<file path="src/sv/vau_pkg.sv">
// shared types, constants and helpers of the four-component vector alu
package vau_pkg;

   localparam int FRAC_BITS  = 16;
   localparam int WORD_BITS  = 32;
   localparam int FIELD_W    = 32;
   localparam int SAT_W      = (WORD_BITS < FIELD_W) ? WORD_BITS : FIELD_W;
   localparam int CMD_W      = 4;
   localparam int EPS_W      = 16;
   localparam int LANES      = 4;
   localparam int IN_DATA_W  = 9 * FIELD_W;
   localparam int OUT_DATA_W = 5 * FIELD_W;
   localparam int OUT_USER_W = 3;

   // square root chain: one root bit per cell
   localparam int ROOT_W   = FIELD_W;
   localparam int RAD_W    = 2 * ROOT_W;
   localparam int SQREM_W  = ROOT_W + 2;
   localparam int SQ_CELLS = ROOT_W;

   // divider chain: one quotient bit per cell
   localparam int NUM_W    = FIELD_W + FRAC_BITS;
   localparam int DEN_W    = FIELD_W + 1;
   localparam int DV_CELLS = NUM_W;

   typedef enum logic [CMD_W-1:0] {
      CMD_ADD   = 4'd0,
      CMD_SUB   = 4'd1,
      CMD_NEG   = 4'd2,
      CMD_SCALE = 4'd3,
      CMD_DIV   = 4'd4,
      CMD_DOT   = 4'd5,
      CMD_CROSS = 4'd6,
      CMD_MAG   = 4'd7,
      CMD_NORM  = 4'd8
   } cmd_type;

   typedef logic signed [FIELD_W-1:0] word_type;

   // side data carried along the square root chain
   typedef struct packed {
      cmd_type                 cmd;
      logic [LANES-1:0][FIELD_W-1:0] r;
      logic [FIELD_W-1:0]      sc;
      logic [LANES-1:0][FIELD_W-1:0] a;
      logic [FIELD_W-1:0]      f;
      logic                    ovf;
      logic                    pt;
      logic                    vec;
   } sq_side_type;

   // side data carried along the divider chain
   typedef struct packed {
      cmd_type                 cmd;
      logic [LANES-1:0][FIELD_W-1:0] r;
      logic [FIELD_W-1:0]      sc;
      logic                    err;
      logic                    pt;
      logic                    vec;
      logic [LANES-1:0]        qneg;
      logic [LANES-1:0]        anz;
   } dv_side_type;

   // clamp to the result word range
   function automatic logic [FIELD_W-1:0] sat_word(input logic signed [63:0] v);
      logic signed [63:0] hi;
      logic signed [63:0] lo;
      logic signed [63:0] r;
      hi = (64'sd1 <<< (SAT_W - 1)) - 64'sd1;
      lo = -hi - 64'sd1;
      if (v > hi) begin
         r = hi;
      end else if (v < lo) begin
         r = lo;
      end else begin
         r = v;
      end
      return r[FIELD_W-1:0];
   endfunction

endpackage

</file>
<file path="src/sv/vau_div_cell.sv">
// one cell of the divider chain, settles one quotient bit in each lane
module vau_div_cell import vau_pkg::*; (
   input  logic                        clock,
   input  logic                        en,
   input  logic [DEN_W-1:0]            den_prev,
   input  logic [LANES-1:0][NUM_W-1:0] num_prev,
   input  logic [LANES-1:0][DEN_W-1:0] rem_prev,
   output logic [DEN_W-1:0]            den_out,
   output logic [LANES-1:0][NUM_W-1:0] num_out,
   output logic [LANES-1:0][DEN_W-1:0] rem_out
);

   logic [DEN_W-1:0]            den_ff;
   logic [LANES-1:0][NUM_W-1:0] num_in, num_ff;
   logic [LANES-1:0][DEN_W-1:0] rem_in, rem_ff;
   logic [DEN_W:0]              part [LANES];
   logic [DEN_W:0]              diff [LANES];

   // numerator shifts out at the top, quotient bits shift in at the bottom
   always_comb begin
      for (int i = 0; i < LANES; i++) begin
         part[i] = {rem_prev[i], num_prev[i][NUM_W-1]};
         diff[i] = part[i] - {1'b0, den_prev};
         if (part[i] >= {1'b0, den_prev}) begin
            rem_in[i] = diff[i][DEN_W-1:0];
            num_in[i] = {num_prev[i][NUM_W-2:0], 1'b1};
         end else begin
            rem_in[i] = part[i][DEN_W-1:0];
            num_in[i] = {num_prev[i][NUM_W-2:0], 1'b0};
         end
      end
   end

   always_ff @(posedge clock) begin
      if (en) begin
         den_ff <= den_prev;
         num_ff <= num_in;
         rem_ff <= rem_in;
      end
   end

   assign den_out = den_ff;
   assign num_out = num_ff;
   assign rem_out = rem_ff;

endmodule
</file>
<file path="config.mk">
export PLATFORM = sky130hd
export DESIGN_NAME = vau_div_cell
export DESIGN_NICKNAME = d
export VERILOG_FILES = /design/src/sv/vau_pkg.sv /design/src/sv/vau_div_cell.sv
export SDC_FILE = /design/constraint.sdc
export NUM_CORES = 1
export LEC_CHECK = 0
export BUFFER_PORTS_ARGS = -buffer_cell sky130_fd_sc_hd__buf_2
export CORE_AREA = 4 4 280 282
export CTS_BUF_LIST = sky130_fd_sc_hd__clkbuf_4
export CTS_CLUSTER_DIAMETER = 50
export DETAILED_ROUTE_END_ITERATION = 10
export DIE_AREA = 0 0 284 286
export HOLD_SLACK_MARGIN = 0.08
export RECOVER_POWER = 50
export SETUP_SLACK_MARGIN = 0.4
export SLEW_MARGIN = 20
export SYNTH_ARGS = -nofsm -noshare
export SYNTH_HDL_FRONTEND = slang
export SYNTH_SLANG_ARGS = --single-unit
</file>
<file path="constraint.sdc">
create_clock -name clock -period 4.1 [get_ports clock]
set_input_delay 0.205 -clock clock [delete_from_list [all_inputs] [get_ports clock]]
set_output_delay 0.205 -clock clock [all_outputs]
set_load 0.005 [all_outputs]
</file>
==> metrics.txt <==
flip-flop and latch count after synthesis=between 300 and 400; Post-synth EDFFs=between 300 and 400; PD cells=between 300 and 400 nW/um2; RSZ-0062 raised after global routing=false; Critical Path Source=den_prev[1]; share of layout cells above drive strength 1=approximately 29%; Clock Power Share=approximately 30%; P_leak=13.7 nW; Fillers=approximately 7200; Seq pwr share=between 40% and 50%; Data arrival, critical path=approximately 4400 ps; DRC viols=0; min Tclk post-route=3800 ps; Setup TNS=0 ps; Setup violations, final=0; layout net count=about 3600; Comb pwr share=approximately 28%; largest net degree at the start of global routing=111; Max Cap Violations=4; crit path kind=input pin to flip-flop; H-tree depth=3; crit end category=flip-flop; DR WL met3=7.87 mm; GRT overflow=0; Power Internal=7.61 mW; failing checks=capacitance limit, slew limit; WL final=roughly 95 mm; number of port buffers=~720; vias per cell=approximately 4.7; status=complete, but fails checks; post-route ant nets=0; CTS Buf Count=103; core area=around 76000 um2; IO Pins=about 720; GRT Total Usage=between 20% and 30%; CTS max path bufs=3; non-filler cells, final=4200; final hold viol count=0; HP Start=num_prev[98]; routed wl met2=around 48 mm; Area Growth Syn to Fin=66.0%; gpl congestion=0.917; Setup crit start kind=input pin; drt pass-1 iters=5; Tcrit/Tclk final=approximately 93%; Yosys warning total=0; Hold Crit Class=input pin to flip-flop; Iteration-0 DRC Markers=1207; mapped cell area=roughly 19000 um2; top sig layer=met5; register area share after synthesis=55.6%; via count=19800; num rows=between 100 and 150; Yosys cell types=75; Slew @ Worst Pin=around 2900 ps; WP data required=~4700 ps; Crit Path Max Fanout=7; DP HPWL=between 70 and 80 mm; routed length per instance=approximately 23 um; die area=~81000 um2; maximum clock frequency=263 MHz; Syn Inst Count=approximately 1700; Die Span X=around 280 um; Slew Viols, Final=around 300; routed length on met1=32.8 mm; CTS tree=done; Net Switching=roughly 3.5 mW; Async SR Flop Fraction=0%; # clock sinks=about 360; vias in the first global route=between 20000 and 25000; peak supply drop=~0.0002 V; switch share=between 30% and 40%; syn avg cell area=~12 um2; Placed Cells=~3300; die height=between 200 and 300 um; Main synth FF type=edfxtp_1; first-pass GRT wire length=between 100 and 150 mm; root buffer cell=clkbuf_4; initial antenna violation count=48; relative slew slack=-93.0%; Worst-path clk slew=70 ps; syn nets=between 2000 and 2500; Initial Util=25.5%
==> critical path, stage by stage <==
cell,delay (ps)
dlygate4sd3_1,570
clkbuf_1,210
clkinvlp_4,140
buf_12,160
buf_12,130
ha_1,290
nor2b_1,140
o31ai_1,390
a21oi_1,200
o2111a_1,320
or3b_4,390
o41ai_4,360
o21bai_2,130
xnor2_1,140
o21ai_1,70
dlygate4sd3_1,560
==> area by class of cell <==
| class | instances | area [um2] | area share [%] |
|---|---|---|---|
| Clock inverter | 47 | 230 | 0.719 |
| Antenna cell | 30 | 75.1 | 0.234 |
| Timing Repair Buffer | 1398 | 10400 | 32.4 |
| Tap cell | 978 | 1220 | 3.82 |
| Sequential cell | 357 | 10700 | 33.5 |
| Clock buffer | 137 | 1030 | 3.21 |
| Multi-Input combinational cell | 1185 | 8100 | 25.3 |
| Inverter | 68 | 278 | 0.868 |
==> timing repair <==
item | in CTS | in global routing
hold buffers | 643 | 0
setup endpoints to repair | 0 | 38
resized for setup | 0 | 14
endpoints found under the hold margin | 614 | 0
buffers inserted | 0 | 13
==> registers in the layout (all words and copies together), names as in the netlist <==
name	cells
num_out	192
rem_out	132
den_out	33
==> cell families (layout without fill, tap and decap cells) <==
kind of cell,after synthesis,after routing,synth area share [%]
AO/OA/AOI/OAI,527,528,17.3
AND/OR/NAND/NOR,391,391,9.29
flip-flops,357,357,55.6
adder cells (fa/ha/maj),136,136,8.98
buffers and inverters,129,1650,2.70
XOR/XNOR,114,114,5.18
multiplexers,16,16,0.921
other,0,30,0
==> stage by stage <==
stage | worst slack [ps] | power, mW | utilization (%) | area [um2] | hold slack (ps)
finish | 296 | 11.1 | 42.3 | 32000 | 195
global route | 250 | 11.7 | 42.3 | 32000 | 102
CTS | 425 | 11.1 | 42.0 | 31800 | 80.8
detailed placement | 464 | 7.19 | 31.9 | 24100 | 383
global placement | 522 | 7.19 | 31.9 | 24100 | 381
floorplan | 1160 | 5.94 | - | 19300 | 304
==> cells in the mapped netlist (17+ instances only) <==
master,instances,area [um2]
xor2_1,49,429
clkbuf_1,42,158
o21ai_0,169,846
nand4_1,32,200
o21a_1,17,128
inv_1,67,251
and3_1,18,113
nand2_1,190,713
xnor2_1,65,569
a21o_1,71,533
ha_1,132,1650
edfxtp_1,357,10700
nor2_1,64,240
a21oi_1,126,631
a31oi_1,19,119
o21bai_1,19,143
nand3_1,20,100
==> power groups by stage <==
stage	Clock [mW]	Sequential [mW]	Combinational [mW]
6_report	3.29	4.66	3.13
5_1_grt	3.63	4.69	3.39
4_1_cts	3.40	4.65	3.09
3_5_place_dp	0	4.71	2.47
3_3_place_gp	0	4.71	2.48
2_1_floorplan	0	4.75	1.19
==> worst paths after layout <==
path,endpoint,slack (ps),cells after the start
min,num_out[99],190,2
max,rem_out[93],300,16
==> layout by cell type, fill, tap and decap left out, drive strengths merged, types with 5 or more instances in the layout <==
master / netlist / final
mux2: 14 / 14
nand2b: 14 / 14
buf: 17 / 709
o21bai: 20 / 20
o21a: 17 / 17
nor3: 13 / 13
clkbuf: 44 / 183
a21oi: 129 / 130
xor2: 49 / 49
xnor2: 65 / 65
nor4: 8 / 8
nor2: 64 / 64
a31oi: 20 / 20
ha: 132 / 132
o211ai: 5 / 5
dlygate4sd3: 0 / 643
nand3: 20 / 20
and2: 9 / 9
edfxtp: 357 / 357
diode: 0 / 30
nor2b: 11 / 11
nand4: 32 / 32
a211oi: 16 / 16
clkinv: 0 / 44
a41oi: 5 / 5
o21ai: 182 / 182
inv: 68 / 65
nand2: 190 / 190
and3: 18 / 18
o31ai: 18 / 18
clkinvlp: 0 / 6
a21o: 72 / 72
==> routing by layer <==
metal,GRT usage [%],up-vias
li1,-,9297
met1,22.9,9365
met2,39.8,917
met3,6.41,241
met4,13.0,16
met5,0,-
(Power assumes the default switching activity.)
