<file path="config.mk">
export PLATFORM = sky130hd
export DESIGN_NAME = vau_sqrt_cell
export DESIGN_NICKNAME = d
export VERILOG_FILES = /design/src/sv/vau_pkg.sv /design/src/sv/vau_sqrt_cell.sv
export SDC_FILE = /design/constraint.sdc
export NUM_CORES = 1
export LEC_CHECK = 0
export BUFFER_PORTS_ARGS = -buffer_cell sky130_fd_sc_hd__buf_2
export CORE_ASPECT_RATIO = 0.75
export CORE_MARGIN = 3
export CORE_UTILIZATION = 30
export CTS_BUF_LIST = sky130_fd_sc_hd__clkbuf_4 sky130_fd_sc_hd__clkbuf_8 sky130_fd_sc_hd__clkbuf_16
export DETAILED_ROUTE_END_ITERATION = 7
export PLACE_DENSITY = 0.62
export REMOVE_ABC_BUFFERS = 1
export SLEW_MARGIN = 25
export SYNTH_ARGS = -nofsm -noshare
export SYNTH_HDL_FRONTEND = slang
export SYNTH_SLANG_ARGS = --single-unit
export TNS_END_PERCENT = 100
</file>
<file path="constraint.sdc">
create_clock -name clock -period 3.1 [get_ports clock]
set_clock_uncertainty 0.05 [all_clocks]
set_input_delay 0.465 -clock clock [delete_from_list [all_inputs] [get_ports clock]]
set_output_delay 0.465 -clock clock [all_outputs]
set_load 0.1 [all_outputs]
</file>
<file path="src/sv/vau_pkg.sv">
// shared types, constants and helpers of the four-component vector alu
package vau_pkg;

   localparam int FRAC_BITS  = 16;
   localparam int WORD_BITS  = 32;
   localparam int FIELD_W    = 32;
   localparam int SAT_W      = (WORD_BITS < FIELD_W) ? WORD_BITS : FIELD_W;
   localparam int CMD_W      = 4;
   localparam int EPS_W      = 16;
   localparam int LANES      = 4;
   localparam int IN_DATA_W  = 9 * FIELD_W;
   localparam int OUT_DATA_W = 5 * FIELD_W;
   localparam int OUT_USER_W = 3;

   // square root chain: one root bit per cell
   localparam int ROOT_W   = FIELD_W;
   localparam int RAD_W    = 2 * ROOT_W;
   localparam int SQREM_W  = ROOT_W + 2;
   localparam int SQ_CELLS = ROOT_W;

   // divider chain: one quotient bit per cell
   localparam int NUM_W    = FIELD_W + FRAC_BITS;
   localparam int DEN_W    = FIELD_W + 1;
   localparam int DV_CELLS = NUM_W;

   typedef enum logic [CMD_W-1:0] {
      CMD_ADD   = 4'd0,
      CMD_SUB   = 4'd1,
      CMD_NEG   = 4'd2,
      CMD_SCALE = 4'd3,
      CMD_DIV   = 4'd4,
      CMD_DOT   = 4'd5,
      CMD_CROSS = 4'd6,
      CMD_MAG   = 4'd7,
      CMD_NORM  = 4'd8
   } cmd_type;

   typedef logic signed [FIELD_W-1:0] word_type;

   // side data carried along the square root chain
   typedef struct packed {
      cmd_type                 cmd;
      logic [LANES-1:0][FIELD_W-1:0] r;
      logic [FIELD_W-1:0]      sc;
      logic [LANES-1:0][FIELD_W-1:0] a;
      logic [FIELD_W-1:0]      f;
      logic                    ovf;
      logic                    pt;
      logic                    vec;
   } sq_side_type;

   // side data carried along the divider chain
   typedef struct packed {
      cmd_type                 cmd;
      logic [LANES-1:0][FIELD_W-1:0] r;
      logic [FIELD_W-1:0]      sc;
      logic                    err;
      logic                    pt;
      logic                    vec;
      logic [LANES-1:0]        qneg;
      logic [LANES-1:0]        anz;
   } dv_side_type;

   // clamp to the result word range
   function automatic logic [FIELD_W-1:0] sat_word(input logic signed [63:0] v);
      logic signed [63:0] hi;
      logic signed [63:0] lo;
      logic signed [63:0] r;
      hi = (64'sd1 <<< (SAT_W - 1)) - 64'sd1;
      lo = -hi - 64'sd1;
      if (v > hi) begin
         r = hi;
      end else if (v < lo) begin
         r = lo;
      end else begin
         r = v;
      end
      return r[FIELD_W-1:0];
   endfunction

endpackage

</file>
<file path="src/sv/vau_sqrt_cell.sv">
// one cell of the square root chain, settles one root bit
module vau_sqrt_cell import vau_pkg::*; (
   input  logic               clock,
   input  logic               en,
   input  logic [RAD_W-1:0]   rad_prev,
   input  logic [SQREM_W-1:0] rem_prev,
   input  logic [ROOT_W-1:0]  root_prev,
   output logic [RAD_W-1:0]   rad_out,
   output logic [SQREM_W-1:0] rem_out,
   output logic [ROOT_W-1:0]  root_out
);

   logic [SQREM_W+1:0] part, trial, diff;
   logic [RAD_W-1:0]   rad_in, rad_ff;
   logic [SQREM_W-1:0] rem_in, rem_ff;
   logic [ROOT_W-1:0]  root_in, root_ff;

   always_comb begin
      part   = {rem_prev, rad_prev[RAD_W-1 -: 2]};
      trial  = (SQREM_W + 2)'({root_prev, 2'b01});
      diff   = part - trial;
      rad_in = {rad_prev[RAD_W-3:0], 2'b00};
      if (part >= trial) begin
         rem_in  = diff[SQREM_W-1:0];
         root_in = {root_prev[ROOT_W-2:0], 1'b1};
      end else begin
         rem_in  = part[SQREM_W-1:0];
         root_in = {root_prev[ROOT_W-2:0], 1'b0};
      end
   end

   always_ff @(posedge clock) begin
      if (en) begin
         rad_ff  <= rad_in;
         rem_ff  <= rem_in;
         root_ff <= root_in;
      end
   end

   assign rad_out  = rad_ff;
   assign rem_out  = rem_ff;
   assign root_out = root_ff;

endmodule

</file>
==> reports/qor.yml <==
outcome:
  status: "finished clean"
cts:
  clk_pin_slew_ns: 0.06
  clockRootBuffer: "clkbuf_16"
  cts_hold_buf: 0
  ctsResizeCount: 0
  cts_tree: "built"
  cts_setup_buffers: 0
  cts_sinks: 128
  cts.path.max_buffers: 2
  htree_levels: 4
  numCtsBuffers: 17
final_layout:
  final_cells: 1099
  drive_gt1_share_pct: 42.52
  finalNetCount: 969
  synthToLayoutAreaGrowth_pct: 38.34
  num-fill-cells: 1970
synthesis:
  synth_area_leaders: "edfxtp_1, ha_1, nand2_1, o21ai_0, inv_1"
  synth_edf_count: 128
  synth-simple-area-share_pct: 8.877
  synth.area.mux_share_pct: 0.8718
  ys_types: 62
  synth_top_family_by_area: "compound AO/OA/AOI/OAI gates"
  avgSynthCellArea_um2: 12.46
  async_reset_ff_share_pct: 0
  yosys.area.top_type_share_pct: 60.87
  yosys.area.top_type: "edfxtp_1"
  synth_seq_cells: 128
  synth_compound_area_share_pct: 14.76
  ys_seq_area_share_pct: 60.87
  synth_cells: 507
  synth_xor_area_share_pct: 3.745
  ys_warn_count: 0
  synthAdderAreaFrac_pct: 6.737
  syn_area_um2: 6315
  synth_ff_type: "edfxtp_1"
critical_path:
  crit_type: "in -> reg"
  cpPeakStageDelay_ns: 0.30
  crit_fanout: 24
  crit_chain: "buf_2 -> inv_1 -> ha_1 -> buf_4 -> nor2b_1 -> o31a_1 -> o21ai_0 -> o211ai_1 -> a211oi_1 -> o21a_2 -> buf_4 -> o21ai_0"
  worst_path_max_delay_cell: "ha_1"
  critical-path-top-delay-family: "compound AO/OA/AOI/OAI gates"
  start_kind: "primary input"
  critPathBufInv: 4
  required_ns: 3.20
  cp-end-kind: "register"
  crit_arrival_ns: 2.79
floorplan:
  core_area_um2: 20440
  die_w_um: 173.5
  start_util_pct: 30.90
  num_rows: 45
  dieArea_um2: 22840
  num_io_pins: 262
  dieHeight_um: 131.6
grt:
  grt_max_degree: 55
  grt_pass1_wl_mm: 26.21
  track_usage_pct: 14.67
  overflow: 0
  first_global_vias: 4831
  antenna_found_initial: 2
timing:
  fin_ws_ns: 0.4041
  tightest_slew_ns: 0.5240
  slew_headroom_pct: 65.07
  period_minus_slack_ns: 2.696
  rsz0062_at_grt: "false"
  final_max_slew_viol_count: 0
  fmax_mhz: 370.9
  final_hold_viol_count: 0
  period_share_pct: 86.96
  setup_viol: 0
routing:
  drt-met1-wl_mm: 7.424
  vias_per_cell: 4.484
  ant_nets: 0
  drc_errors: 0
  dr_wl_met2_mm: 8.017
  highest_layer: "met5"
  first_pass_iters: 4
  drt-initial-drc-count: 245
  dr_wl_met3_mm: 1.391
  via_count: 4928
  drt-wirelength-per-cell_um: 15.52
  wl_mm: 17.05
worst_hold_path:
  min_from: "rad_prev[60]"
  hp-class: "in -> reg"
  hold_path_end: "rad_out[62]"
  hold_depth: 1
place:
  gp_congestion: 0.8734
  port-buffer-count: 259
  dp_cells: 1066
  hpwl_mm: 13.24
  pre_cts_ws_ns: -0.05830
pwr:
  ir_worst_vdd_mv: 0.3023
  p_leak_nw: 3.893
  power.density_nw_per_um2: 719.6
run:
  drv_cap: 0
[through the flow]
| stage | utilization (%) | instance area (µm²) | hold slack (ns) | TNS [ns] | power (W) |
|---|---|---|---|---|---|
| floorplan | - | 6223 | 0.5139 | -12.48 | 0.003883 |
| detailed placement | 39.89 | 8153 | 0.5932 | -0.5349 | 0.004346 |
| CTS | 42.73 | 8733 | 0.1437 | 0 | 0.006358 |
| global placement | 39.89 | 8153 | 0.5916 | -0.06961 | 0.004337 |
| finish | 42.74 | 8736 | 0.1652 | 0 | 0.006286 |
| global route | 42.74 | 8736 | 0.1438 | 0 | 0.006533 |
[metal layers]
layer,global-route usage [%],up-vias
met5,0,-
met1,18.09,2278
met2,23.64,169
met4,4.500,2
li1,-,2464
met3,5.864,15
[power breakdown]
group	total [W]	switching (W)	internal [W]
Clock	0.00198	0.000841	0.00114
Combinational	0.00215	0.00172	0.000427
Sequential	0.00216	0.0000383	0.00212
[layout by cell type (no fill, tap or decap), types with 3 or more instances in the layout]
cell type / instances
edfxtp_1: 128
o21ai_1: 4
inv_6: 5
clkinvlp_4: 3
nand2_1: 58
a21o_1: 19
mux2i_1: 4
o21ai_0: 41
inv_1: 42
xnor2_1: 14
a31oi_1: 4
nand2b_1: 5
nor2_1: 18
buf_4: 31
and3_2: 3
ha_1: 34
o41ai_2: 3
xor2_1: 13
a21oi_1: 28
nand4_1: 6
clkbuf_16: 17
nand3_1: 6
and2_1: 3
buf_2: 258
nor3_1: 10
o31ai_1: 4
inv_8: 3
[synth_stat cells (3+ instances only)]
cell type	count
a21o_1	19
a21oi_1	28
a31oi_1	4
and2_1	3
and3_2	3
buf_2	6
clkbuf_1	4
edfxtp_1	128
ha_1	34
inv_1	42
mux2i_1	4
nand2_1	58
nand2b_1	5
nand3_1	6
nand4_1	6
nor2_1	18
nor3_1	10
o21a_1	3
o21ai_0	41
o21ai_1	4
o31ai_1	4
o41ai_2	3
xnor2_1	14
xor2_1	13
[how the worst max path moves through the flow]
| stage | end | cells after the start | from | slack (ns) |
|---|---|---|---|---|
| 2_1_floorplan | rem_out[27] | 9 | root_prev[7] | -0.64 |
| 3_3_place_gp | rem_out[21] | 12 | root_prev[4] | -0.04 |
| 3_5_place_dp | rem_out[13] | 12 | root_prev[0] | -0.06 |
| 4_1_cts | rem_out[33] | 11 | root_prev[9] | 0.38 |
| 5_1_grt | rem_out[21] | 11 | root_prev[9] | 0.10 |
| 6_report | rem_out[13] | 12 | root_prev[0] | 0.40 |
[final cells by class]
class	count	area, µm²	share of cell area [%]
Sequential cell	128	3844	44.00
Multi-Input combinational cell	321	2218	25.39
Timing Repair Buffer	292	1575	18.03
Clock buffer	18	432.9	4.956
Tap cell	282	352.8	4.039
Inverter	43	162.7	1.862
Clock inverter	14	147.6	1.690
Antenna cell	1	2.502	0.02865
[flip-flops by register name, indices dropped and copies added, names as in the netlist]
register  cells
rad_out      62
root_out     32
rem_out      34
[cell families after synthesis]
kind of cell / count (synthesis)
compound gates: 133
flops: 128
simple gates: 120
buf+inv: 59
fa+ha+maj: 34
xor+xnor: 27
mux: 5
other cells: 1
Power figures use the tool's default switching activity.
